==> src/rtl/intel_hex_page_loader_assert.svh <==
// Assertion macros for the page loader RTL.
`ifndef INTEL_HEX_PAGE_LOADER_ASSERT_SVH
`define INTEL_HEX_PAGE_LOADER_ASSERT_SVH

// Same-cycle implication, switched off while reset is high.
`define IHPL_ASSERT_IMPLY(label, clk, rst, ante, cons, msg) \
  label: assert property (@(posedge clk) disable iff (rst) (ante) |-> (cons)) \
    else $error(msg);

// Next-cycle implication, switched off while reset is high.
`define IHPL_ASSERT_NEXT(label, clk, rst, ante, cons, msg) \
  label: assert property (@(posedge clk) disable iff (rst) (ante) |=> (cons)) \
    else $error(msg);

`endif

==> src/rtl/ihpl_pkg.sv <==
// Shared constants and types for the Intel HEX page loader.
package ihpl_pkg;

  localparam int PAGE_BYTES    = 128;
  localparam int ADDR_BITS     = 17;
  localparam int OFFSET_BITS   = (PAGE_BYTES > 2) ? $clog2(PAGE_BYTES) : 1;
  localparam int FIFO_DEPTH    = 4;
  localparam int FIFO_PTR_BITS = $clog2(FIFO_DEPTH);

  localparam logic KIND_DATA        = 1'b0;
  localparam logic KIND_FINISH      = 1'b1;
  localparam logic CAUSE_END_RECORD = 1'b0;
  localparam logic CAUSE_FILE_END   = 1'b1;

  localparam logic [7:0] CHAR_COLON = 8'h3a;
  localparam logic [4:0] NIB_MASK   = 5'h1f;
  localparam logic [4:0] NIB_DIGIT  = 5'h10;
  localparam logic [4:0] NIB_TEN    = 5'h0a;

  typedef struct packed {
    logic                 kind;
    logic [7:0]           data_byte;
    logic [ADDR_BITS-1:0] byte_address;
    logic                 page_full;
    logic                 flush_partial;
    logic                 finish_cause;
    logic                 last_result;
  } result_t;

  // Up to two results leave the parser per character.
  typedef struct packed {
    logic [1:0] count;
    result_t    first;
    result_t    second;
  } push_t;

endpackage

==> src/rtl/ihpl_parser.sv <==
// Record parser: phase machine, hex decoding and flash address tracking.
module ihpl_parser
  import ihpl_pkg::*;
(
  input  logic       clk,
  input  logic       rst,
  input  logic       step,
  input  logic [7:0] in_char,
  input  logic       file_end,
  input  logic       type_mode,
  output push_t      push
);

  typedef enum logic [2:0] {
    PH_WAIT,
    PH_CNT_HI,
    PH_CNT_LO,
    PH_ADDR,
    PH_TYPE_HI,
    PH_TYPE_LO,
    PH_DATA_HI,
    PH_DATA_LO
  } phase_t;

  phase_t                 phase, phase_next;
  logic [4:0]             high_nibble, high_nibble_next;
  logic [7:0]             bytes_left, bytes_left_next;
  logic [1:0]             skip_count, skip_count_next;
  logic [OFFSET_BITS-1:0] page_offset, page_offset_next;
  logic [ADDR_BITS-1:0]   page_base, page_base_next;
  logic                   finished;

  logic [4:0]             nib;
  logic [7:0]             joined;
  logic [OFFSET_BITS:0]   offset_inc;
  logic                   end_rec;
  logic                   emit_data;
  logic                   full;
  logic                   fin;
  result_t                data_res, finish_res;

  function automatic logic [4:0] hex_nib(input logic [7:0] c);
    logic [4:0] a;
    a = c[4:0] & NIB_MASK;
    if (a >= NIB_DIGIT) begin
      return a - NIB_DIGIT;
    end
    return a + NIB_TEN - 5'd1;
  endfunction

  always_comb begin
    nib        = hex_nib(in_char);
    joined     = {high_nibble[3:0], 4'b0000} + {3'b000, nib};
    offset_inc = {1'b0, page_offset} + {{OFFSET_BITS{1'b0}}, 1'b1};

    phase_next       = phase;
    high_nibble_next = high_nibble;
    bytes_left_next  = bytes_left;
    skip_count_next  = skip_count;
    page_offset_next = page_offset;
    page_base_next   = page_base;
    end_rec          = 1'b0;
    emit_data        = 1'b0;
    full             = 1'b0;

    case (phase)
      PH_CNT_HI, PH_TYPE_HI, PH_DATA_HI: begin
        high_nibble_next = nib;
        phase_next       = phase_t'(phase + 3'd1);
      end
      PH_CNT_LO: begin
        bytes_left_next = joined;
        skip_count_next = 2'd0;
        phase_next      = PH_ADDR;
      end
      PH_ADDR: begin
        if (skip_count == 2'd3) begin
          skip_count_next = 2'd0;
          phase_next      = PH_TYPE_HI;
        end else begin
          skip_count_next = skip_count + 2'd1;
        end
      end
      PH_TYPE_LO: begin
        if (joined != 8'd0) begin
          if (!type_mode || joined == 8'd1) begin
            end_rec = 1'b1;
          end else begin
            bytes_left_next = 8'd0;
          end
        end
        phase_next = (bytes_left_next != 8'd0) ? PH_DATA_HI : PH_WAIT;
      end
      PH_DATA_LO: begin
        emit_data = 1'b1;
        if (offset_inc >= (OFFSET_BITS+1)'(PAGE_BYTES)) begin
          full             = 1'b1;
          page_offset_next = '0;
          page_base_next   = page_base + ADDR_BITS'(PAGE_BYTES);
        end else begin
          page_offset_next = offset_inc[OFFSET_BITS-1:0];
        end
        bytes_left_next = bytes_left - 8'd1;
        phase_next      = (bytes_left_next != 8'd0) ? PH_DATA_HI : PH_WAIT;
      end
      default: begin
        phase_next = (in_char == CHAR_COLON) ? PH_CNT_HI : PH_WAIT;
      end
    endcase

    fin = end_rec || file_end;

    data_res.kind          = KIND_DATA;
    data_res.data_byte     = joined;
    data_res.byte_address  = page_base + ADDR_BITS'(page_offset);
    data_res.page_full     = full;
    data_res.flush_partial = 1'b0;
    data_res.finish_cause  = CAUSE_END_RECORD;
    data_res.last_result   = !fin;

    finish_res.kind          = KIND_FINISH;
    finish_res.data_byte     = 8'd0;
    finish_res.byte_address  = page_base_next;
    finish_res.page_full     = 1'b0;
    finish_res.flush_partial = (page_offset_next != '0);
    finish_res.finish_cause  = end_rec ? CAUSE_END_RECORD : CAUSE_FILE_END;
    finish_res.last_result   = 1'b1;

    push.first  = data_res;
    push.second = finish_res;
    push.count  = 2'd0;
    if (step && !finished) begin
      if (emit_data && fin) begin
        push.count = 2'd2;
      end else if (emit_data) begin
        push.count = 2'd1;
      end else if (fin) begin
        push.count = 2'd1;
        push.first = finish_res;
      end
    end
  end

  always_ff @(posedge clk) begin
    if (rst) begin
      phase       <= PH_WAIT;
      high_nibble <= '0;
      bytes_left  <= '0;
      skip_count  <= '0;
      page_offset <= '0;
      page_base   <= '0;
      finished    <= 1'b0;
    end else if (step && !finished) begin
      phase       <= phase_next;
      high_nibble <= high_nibble_next;
      bytes_left  <= bytes_left_next;
      skip_count  <= skip_count_next;
      page_offset <= page_offset_next;
      page_base   <= page_base_next;
      finished    <= fin;
    end
  end

endmodule

==> src/rtl/ihpl_result_fifo.sv <==
// Result queue: takes up to two results a cycle, hands out one a cycle while out_ready is high.
`include "intel_hex_page_loader_assert.svh"

module ihpl_result_fifo
  import ihpl_pkg::*;
(
  input  logic    clk,
  input  logic    rst,
  input  push_t   push,
  output logic    room,
  output logic    out_valid,
  input  logic    out_ready,
  output result_t out_res
);

  result_t                  entries [FIFO_DEPTH];
  logic [FIFO_PTR_BITS-1:0] wr_ptr, rd_ptr;
  logic [FIFO_PTR_BITS:0]   count;
  logic                     pop;

  assign out_valid = (count != '0);
  assign out_res   = entries[rd_ptr];
  assign pop       = out_valid && out_ready;
  // Keep space for a data word and a finish word together.
  assign room      = (count <= (FIFO_PTR_BITS+1)'(FIFO_DEPTH - 2));

  always_ff @(posedge clk) begin
    if (push.count != 2'd0) begin
      entries[wr_ptr] <= push.first;
    end
    if (push.count == 2'd2) begin
      entries[wr_ptr + FIFO_PTR_BITS'(1)] <= push.second;
    end
  end

  always_ff @(posedge clk) begin
    if (rst) begin
      wr_ptr <= '0;
      rd_ptr <= '0;
      count  <= '0;
    end else begin
      wr_ptr <= wr_ptr + FIFO_PTR_BITS'(push.count);
      if (pop) begin
        rd_ptr <= rd_ptr + FIFO_PTR_BITS'(1);
      end
      count <= count + (FIFO_PTR_BITS+1)'(push.count) - (FIFO_PTR_BITS+1)'(pop);
    end
  end

  `IHPL_ASSERT_IMPLY(a_count_bound, clk, rst, 1'b1, count <= (FIFO_PTR_BITS+1)'(FIFO_DEPTH), "result queue overfilled")
  `IHPL_ASSERT_IMPLY(a_push_room, clk, rst, push.count != 2'd0, room, "result pushed without room")
  `IHPL_ASSERT_IMPLY(a_pair_order, clk, rst, push.count == 2'd2, push.second.kind == KIND_FINISH && push.first.kind == KIND_DATA && !push.first.last_result, "bad result pair")
  `IHPL_ASSERT_NEXT(a_push_shows, clk, rst, push.count != 2'd0, out_valid, "pushed result not offered")

endmodule

==> src/rtl/intel_hex_page_loader.sv <==
// Intel HEX page loader top level: input register, mode register, parser and result queue.
//
// Accepts one file character per clock cycle and returns decoded data words, each with its
// flash address and a page-full flag, followed by one finish word at an end record or at the
// character marked file_end. A character is registered on acceptance and parsed once the
// queue has room; its results are written to a four-entry queue, and results leave it at one
// per cycle while out_ready is high. Input stalls only while the queue holds more than two
// words, since a character can cause a data word and a finish word together. After the
// finish word the block takes characters and drops them until reset.
// type_mode is written through the cfg channel, which is always ready.
module intel_hex_page_loader
  import ihpl_pkg::*;
(
  input  logic                 clk,
  input  logic                 rst,
  input  logic                 in_valid,
  output logic                 in_ready,
  input  logic [7:0]           in_char,
  input  logic                 file_end,
  input  logic                 cfg_valid,
  output logic                 cfg_ready,
  input  logic                 type_mode,
  output logic                 out_valid,
  input  logic                 out_ready,
  output logic                 kind,
  output logic [7:0]           data_byte,
  output logic [ADDR_BITS-1:0] byte_address,
  output logic                 page_full,
  output logic                 flush_partial,
  output logic                 finish_cause,
  output logic                 last_result
);

  logic       in_full;
  logic [7:0] char_q;
  logic       file_end_q;
  logic       mode;
  logic       room;
  logic       step;
  push_t      push;
  result_t    out_res;

  assign step      = in_full && room;
  assign in_ready  = !in_full || step;
  assign cfg_ready = 1'b1;

  always_ff @(posedge clk) begin
    if (rst) begin
      in_full <= 1'b0;
    end else if (in_valid && in_ready) begin
      in_full <= 1'b1;
    end else if (step) begin
      in_full <= 1'b0;
    end
  end

  always_ff @(posedge clk) begin
    if (in_valid && in_ready) begin
      char_q     <= in_char;
      file_end_q <= file_end;
    end
  end

  always_ff @(posedge clk) begin
    if (rst) begin
      mode <= 1'b0;
    end else if (cfg_valid) begin
      mode <= type_mode;
    end
  end

  ihpl_parser u_parser (
    .clk       (clk),
    .rst       (rst),
    .step      (step),
    .in_char   (char_q),
    .file_end  (file_end_q),
    .type_mode (mode),
    .push      (push)
  );

  ihpl_result_fifo u_fifo (
    .clk       (clk),
    .rst       (rst),
    .push      (push),
    .room      (room),
    .out_valid (out_valid),
    .out_ready (out_ready),
    .out_res   (out_res)
  );

  assign kind          = out_res.kind;
  assign data_byte     = out_res.data_byte;
  assign byte_address  = out_res.byte_address;
  assign page_full     = out_res.page_full;
  assign flush_partial = out_res.flush_partial;
  assign finish_cause  = out_res.finish_cause;
  assign last_result   = out_res.last_result;

endmodule
==> config.mk <==
export PLATFORM = sky130hd
export DESIGN_NAME = intel_hex_page_loader
export DESIGN_NICKNAME = d
export VERILOG_FILES = /design/src/rtl/ihpl_pkg.sv /design/src/rtl/ihpl_parser.sv /design/src/rtl/ihpl_result_fifo.sv /design/src/rtl/intel_hex_page_loader.sv
export VERILOG_INCLUDE_DIRS = /design/src /design/src/rtl
export SDC_FILE = /design/constraint.sdc
export NUM_CORES = 1
export LEC_CHECK = 0
export BUFFER_PORTS_ARGS = -buffer_cell sky130_fd_sc_hd__buf_2
export CAP_MARGIN = 40
export CELL_PAD_IN_SITES_DETAIL_PLACEMENT = 0
export CELL_PAD_IN_SITES_GLOBAL_PLACEMENT = 1
export CORE_ASPECT_RATIO = 1.75
export CORE_MARGIN = 2
export CORE_UTILIZATION = 45
export DETAILED_ROUTE_END_ITERATION = 12
export PLACE_DENSITY = 0.75
export REMOVE_ABC_BUFFERS = 1
export SYNTH_ARGS = -nofsm -noshare
export SYNTH_HDL_FRONTEND = slang
export SYNTH_SLANG_ARGS = --single-unit
==> constraint.sdc <==
create_clock -name clk -period 5.8 [get_ports clk]
set_input_delay 1.16 -clock clk [delete_from_list [all_inputs] [get_ports clk]]
set_output_delay 1.16 -clock clk [all_outputs]
set_load 0.01 [all_outputs]
* Word level (Yosys, flattened, before mapping)
Memories as Yosys holds them, arrays and structs flattened. A register that Yosys moved wholly into a read port is not among the register bits. Index checks and enable logic that the tools add are counted.
Word-level totals: flip-flop bits (word level) 60, RAM bits 120, input port bits 15, output and inout port bits 33, memories 1
Operators by class: add/subtract/negate cells 15, magnitude comparators 3, eq/ne operators 12, muxes and demuxes 39, reductions and logical operators 26
Memory list:
- u_fifo.entries | words 4, bits a word 30, rd ports 1, clocked after Yosys merged registers in 1, write ports 2, RTL line ihpl_result_fifo.sv:16 | result_t entries [FIFO_DEPTH];
Operators by type and width (count):
- 30-bit two-way mux | 2
- 17-bit two-way mux | 2
- 32-bit two-way mux | 1
- 31-bit two-way mux | 1
- 8-bit two-way mux | 3
- 8-bit case mux with 3 select lines | 1
- 8-bit nonzero test | 3
- 17-bit by 7-bit adder with 17-bit output | 1
- 17-bit by 8-bit adder with 17-bit output, second input constant | 1
- 1-bit two-way mux | 15
- 3-bit case mux with 5 select lines | 1
- 7-bit two-way mux | 2
- 3-bit equality test, second input constant | 4
- 2-bit two-way mux | 5
- 5-bit two-way mux | 2
- 3-bit two-way mux | 3
- 7-bit by 1-bit adder with 8-bit output, second input constant | 1
- 8-bit by 5-bit adder with 8-bit output | 1
- 8-bit by 1-bit equality test with 1-bit output, second input constant | 1
- 8-bit by 6-bit equality test with 1-bit output, second input constant | 1
- 8-bit greater-or-equal comparator, second input constant | 1
- 2-bit AND reduction | 4
- 8-bit by 1-bit subtractor with 8-bit output, second input constant | 1
- 7-bit nonzero test | 1
- other kinds (21) | 37

* Longest topological paths before layout
depth after elaboration 18, mapped depth 18, depth with buffers taken out 18

* By module
From an unflattened synthesis, not the netlist that was laid out.
Unflattened totals: cells, all modules 745, area, all modules 9536.6 sq um
Modules (own cells, without submodules):
- ihpl_result_fifo | instances 1, cells an instance 338, area each 6292.3 sq um, sequential area each 3783.6 sq um
- ihpl_parser | instances 1, cells an instance 387, area each 2866.5 sq um, sequential area each 700.7 sq um
- intel_hex_page_loader | instances 1, cells an instance 20, area each 377.9 sq um, sequential area each 310.3 sq um

* Least setup slack after synthesis
OpenSTA, ideal clock, no wires.
path kind reg-to-reg, start point register char_q[0], end point memory u_fifo.entries[0][10] (netlist name), enable pin, library setup time 374 ps, arrival time 3817 ps, setup slack 1609 ps, stages on the path, launching flop included 16, buffers on the path 0, period minus slack after synthesis 4191 ps, path through edfxtp_1 -> ha_1 -> a21oi_1 -> nor2_1 -> ha_1 -> ha_1 -> nor2_1 -> o211ai_1 -> or4_4 -> nand3_2 -> ha_1 -> nor2b_1 -> nor3_1 -> and2_1 -> nor2_1 -> inv_1
RTL lines:
- start, declared | RTL line intel_hex_page_loader.sv:35 | logic [7:0] char_q;
- start signal, assigned | RTL line intel_hex_page_loader.sv:59 | char_q <= in_char;
- end, declared | RTL line ihpl_result_fifo.sv:16

==> impl_metrics.json <==
{
  "cts_sinks": 175,
  "status": "completed",
  "worst_setup_path_start_kind": "flip-flop",
  "yosys_most_used_dff": "dfxtp_1",
  "numPlacedInstances": 1119,
  "cts_tree": "built",
  "reg2reg_to": "u_fifo.entries[0][20]",
  "crit_slowest_cell": "inv_1",
  "cp-end-kind": "flip-flop",
  "antenna_found_initial": 0,
  "rsz0062_at_grt": "false",
  "setup_tns_ns": 0,
  "wl_per_cell_um": 20.1,
  "gp_congestion": 0.845,
  "grt.total_usage_pct": 23.4,
  "crit_top_cell": "ha_1",
  "seqCellArea_sq_mm": 0.00436,
  "worst_pin_slew_ns": 0.915,
  "timing.final.ws_setup_ns": 0.776,
  "relSlewSlack_pct": 39.0,
  "clock_power_share_pct": 34.2,
  "p_per_area_mw_per_mm2": 327,
  "cts_root_buf": "clkbuf_16",
  "clk_latency_ns": 0.43,
  "grt_max_degree": 35,
  "netlist_area_sq_mm": 0.00882,
  "dp.final_hpwl_um": 15800,
  "io_pins": 48,
  "nets": 934,
  "start_util_pct": 46.0,
  "synth_cell_types": 65,
  "period_minus_slack_ns": 5.02,
  "cp.arrival_ns": 5.07,
  "worstHoldEndpoint": "u_fifo.entries[2][22]",
  "grt_pass1_vias": 6702,
  "hold_viol_final": 0,
  "fill_cells": 1789,
  "fin_worst_skew_ns": 0.0102,
  "finalCritPeriodShare_pct": 86.6,
  "hp-start": "u_fifo.entries[2][22]",
  "overflow": 0,
  "clk_path_buf_depth": 2,
  "setup_viol": 0,
  "p_sw_uw": 923,
  "final_layout_size_suffix_gt1_share_pct": 15.6,
  "num_rows": 67,
  "postCtsSetupRepairBufs": 0,
  "yosys.area.top_type": "edfxtp_1",
  "reg2reg_from": "char_q[1]",
  "fin_cells": 1151,
  "syn_area_per_cell_sq_um": 10.0,
  "whs_path_depth": 2,
  "power_mw": 3.20,
  "timing.fmax_ghz": 0.199,
  "synth_top_area_share_pct": 28.9,
  "intPower_mw": 2.28,
  "cap_violations": 0,
  "path_cells": "ha_1 > a21oi_1 > nor2_1 > ha_1 > ha_1 > xnor2_1 > o211ai_1 > or4_4 > nand3_2 > ha_1 > nor2b_1 > nor3_1 > and2_1 > buf_4 > nor2_1 > inv_1",
  "slowest_delay_ns": 0.68,
  "ys_seq_area_share_pct": 49.3,
  "core_sq_mm": 0.0192,
  "ant_nets": 0,
  "htreeDepth": 4,
  "vias": 6697,
  "die_y_um": 189,
  "yosysWarnings": 0,
  "power_frac_seq_pct": 45.1,
  "drt-total-wl_um": 23100,
  "path_clk_slew_ns": 0.07,
  "die-area_sq_mm": 0.0208,
  "firstDrtPassIters": 5,
  "die_w_um": 110,
  "ff2ff_path_depth": 16,
  "swShare_pct": 28.8,
  "combPwrFrac_pct": 20.7,
  "dp_slack_ns": 0.781,
  "p_leak_nw": 3.40,
  "ir_drop_uv": 184,
  "drtIter0Drc": 341,
  "r2r_setup_slack_ns": 0.78,
  "drc": 0,
  "hp-class": "reg -> reg",
  "synth_edf_count": 85,
  "ys_ff_latch": 175,
  "post_cts_resized": 0,
  "numPortBuffers": 46,
  "path_max_fanout": 19,
  "worstPathRequired_ns": 5.85,
  "syn_inst": 879,
  "cts_buffers": 17,
  "multi_input_area_sq_mm": 0.00412,
  "ys_top_cells_by_area": "edfxtp_1 29%, dfxtp_1 20%, mux4_2 7.7%",
  "viasPerCell": 5.82,
  "synthArstFlopShare_pct": 0,
  "postCtsHoldBufs": 0,
  "slew_violations": 0,
  "grt_pass1_wl_um": 36400,
  "path_class": "reg -> reg",
  "n_antenna_cell": 0,
  "area_delta_synth_final_pct": 10.8
}
-- metal layers --
layer  track usage, %  vias up  share of wire, %
li1                 -     3258                 -
met2             45.3      142                58
met5                0        -                 0
met3             2.69       43               2.4
met4             10.8        0               3.6
met1             24.0     3254                36
-- synth_stat cells, drive strengths merged (2+ instances only) --
| master | instances |
|---|---|
| a31oi | 10 |
| a21oi | 38 |
| nand2b | 12 |
| a21boi | 4 |
| a22oi | 3 |
| and4 | 4 |
| or2 | 4 |
| o41ai | 2 |
| or3 | 6 |
| and3 | 28 |
| a211oi | 8 |
| clkbuf | 44 |
| nor2 | 76 |
| a21o | 2 |
| or4 | 2 |
| nand4 | 8 |
| mux2i | 8 |
| dfxtp | 90 |
| xnor2 | 15 |
| ha | 21 |
| nand3 | 30 |
| a22o | 9 |
| and2 | 6 |
| nor4 | 5 |
| buf | 21 |
| o31a | 2 |
| nand2 | 98 |
| nor2b | 8 |
| xor2 | 13 |
| a31o | 2 |
| o22ai | 4 |
| o21ai | 111 |
| mux4 | 30 |
| edfxtp | 85 |
| inv | 17 |
| nor3 | 22 |
| o31ai | 13 |
| a32o | 4 |
-- per-stage QoR --
| step | hold WS [ns] | area, sq um | util, % |
|---|---|---|---|
| after floorplan | 0.420 | 8530 | - |
| after global placement | 0.429 | 9190 | 47.9 |
| after detailed placement | 0.441 | 9220 | 48.0 |
| after CTS | 0.457 | 9780 | 50.9 |
| after global routing | 0.476 | 9780 | 50.9 |
| final | 0.454 | 9780 | 50.9 |
-- power by group through the flow --
stage / logic (mW) / registers, mW / clock network, mW
floorplan: 0.407 / 1.49 / 0
global placement: 0.666 / 1.46 / 0
detailed placement: 0.674 / 1.47 / 0
CTS: 0.677 / 1.44 / 1.12
global route: 0.735 / 1.45 / 1.16
finish: 0.663 / 1.44 / 1.09
-- flip-flops by register name, summed over array words and instances (netlist names), 2 cells and up, named ones only --
signal                cells
u_fifo.entries          120
u_parser.page_base       10
char_q                    8
u_parser.bytes_left       8
u_parser.page_offset      7
u_parser.high_nibble      4
u_fifo.count              3
u_parser.phase            3
u_fifo.rd_ptr             2
u_fifo.wr_ptr             2
u_parser.skip_count       2
-- area by class of cell --
class / instances / share of cell area [%]
Multi-Input combinational cell: 622 / 42.1
Clock inverter: 15 / 1.39
Tap cell: 241 / 3.08
Clock buffer: 17 / 4.35
Timing Repair Buffer: 64 / 3.90
Sequential cell: 175 / 44.5
Inverter: 17 / 0.652
-- cells by family after synthesis --
group                    count (synthesis)  share of synthesized area [%]
flip-flops                             175                           49.3
multiplexers                            39                           8.69
XOR/XNOR                                28                           2.78
other                                    1                         0.0425
AO/OA/AOI/OAI                          219                           14.7
adder cells (fa/ha/maj)                 22                           3.20
AND/OR/NAND/NOR                        313                           17.2
buffers and inverters                   82                           4.01
-- placed cells by master (no fill, tap or decap), types with 3 or more instances in the layout --
master / count
o21ai_0: 110
nand2_1: 97
dfxtp_1: 89
edfxtp_1: 85
nor2_1: 75
buf_2: 46
a21oi_1: 38
mux4_2: 30
nand3_1: 29
and3_1: 28
ha_1: 21
nor3_1: 20
inv_1: 17
clkbuf_16: 17
buf_4: 16
xnor2_1: 15
xor2_1: 13
o31ai_1: 13
nand2b_1: 12
a31oi_1: 10
a22o_1: 9
a211oi_1: 8
mux2i_1: 8
nor2b_1: 8
or3_1: 6
nand4_1: 6
nor4_1: 5
and2_1: 5
clkinv_4: 5
and4_1: 4
o22ai_1: 4
a32o_1: 4
a21boi_0: 4
inv_6: 4
a22oi_1: 3
clkinv_2: 3
-- worst max-delay path: cells and delay by family, from the launching register on --
kind	cells	cell delay, ns
buf+inv	2	0.87
xor+xnor	1	0.22
flops	1	0.46
fa+ha+maj	4	0.98
simple gates	7	1.74
compound gates	2	0.35
-- worst max-delay path by stage --
stage | slack, ns | start | depth (start not counted) | endpoint
floorplan | 1.28 | char_q[0] | 14 | u_fifo.entries[3][10]
global placement | 0.97 | char_q[1] | 16 | u_fifo.entries[0][16]
detailed placement | 0.78 | char_q[1] | 16 | u_fifo.entries[0][16]
CTS | 0.76 | char_q[1] | 16 | u_fifo.entries[0][15]
global route | 0.31 | char_q[1] | 16 | u_fifo.entries[0][14]
finish | 0.78 | char_q[1] | 16 | u_fifo.entries[0][20]
No activity file was read; power rests on OpenSTA's default activity.
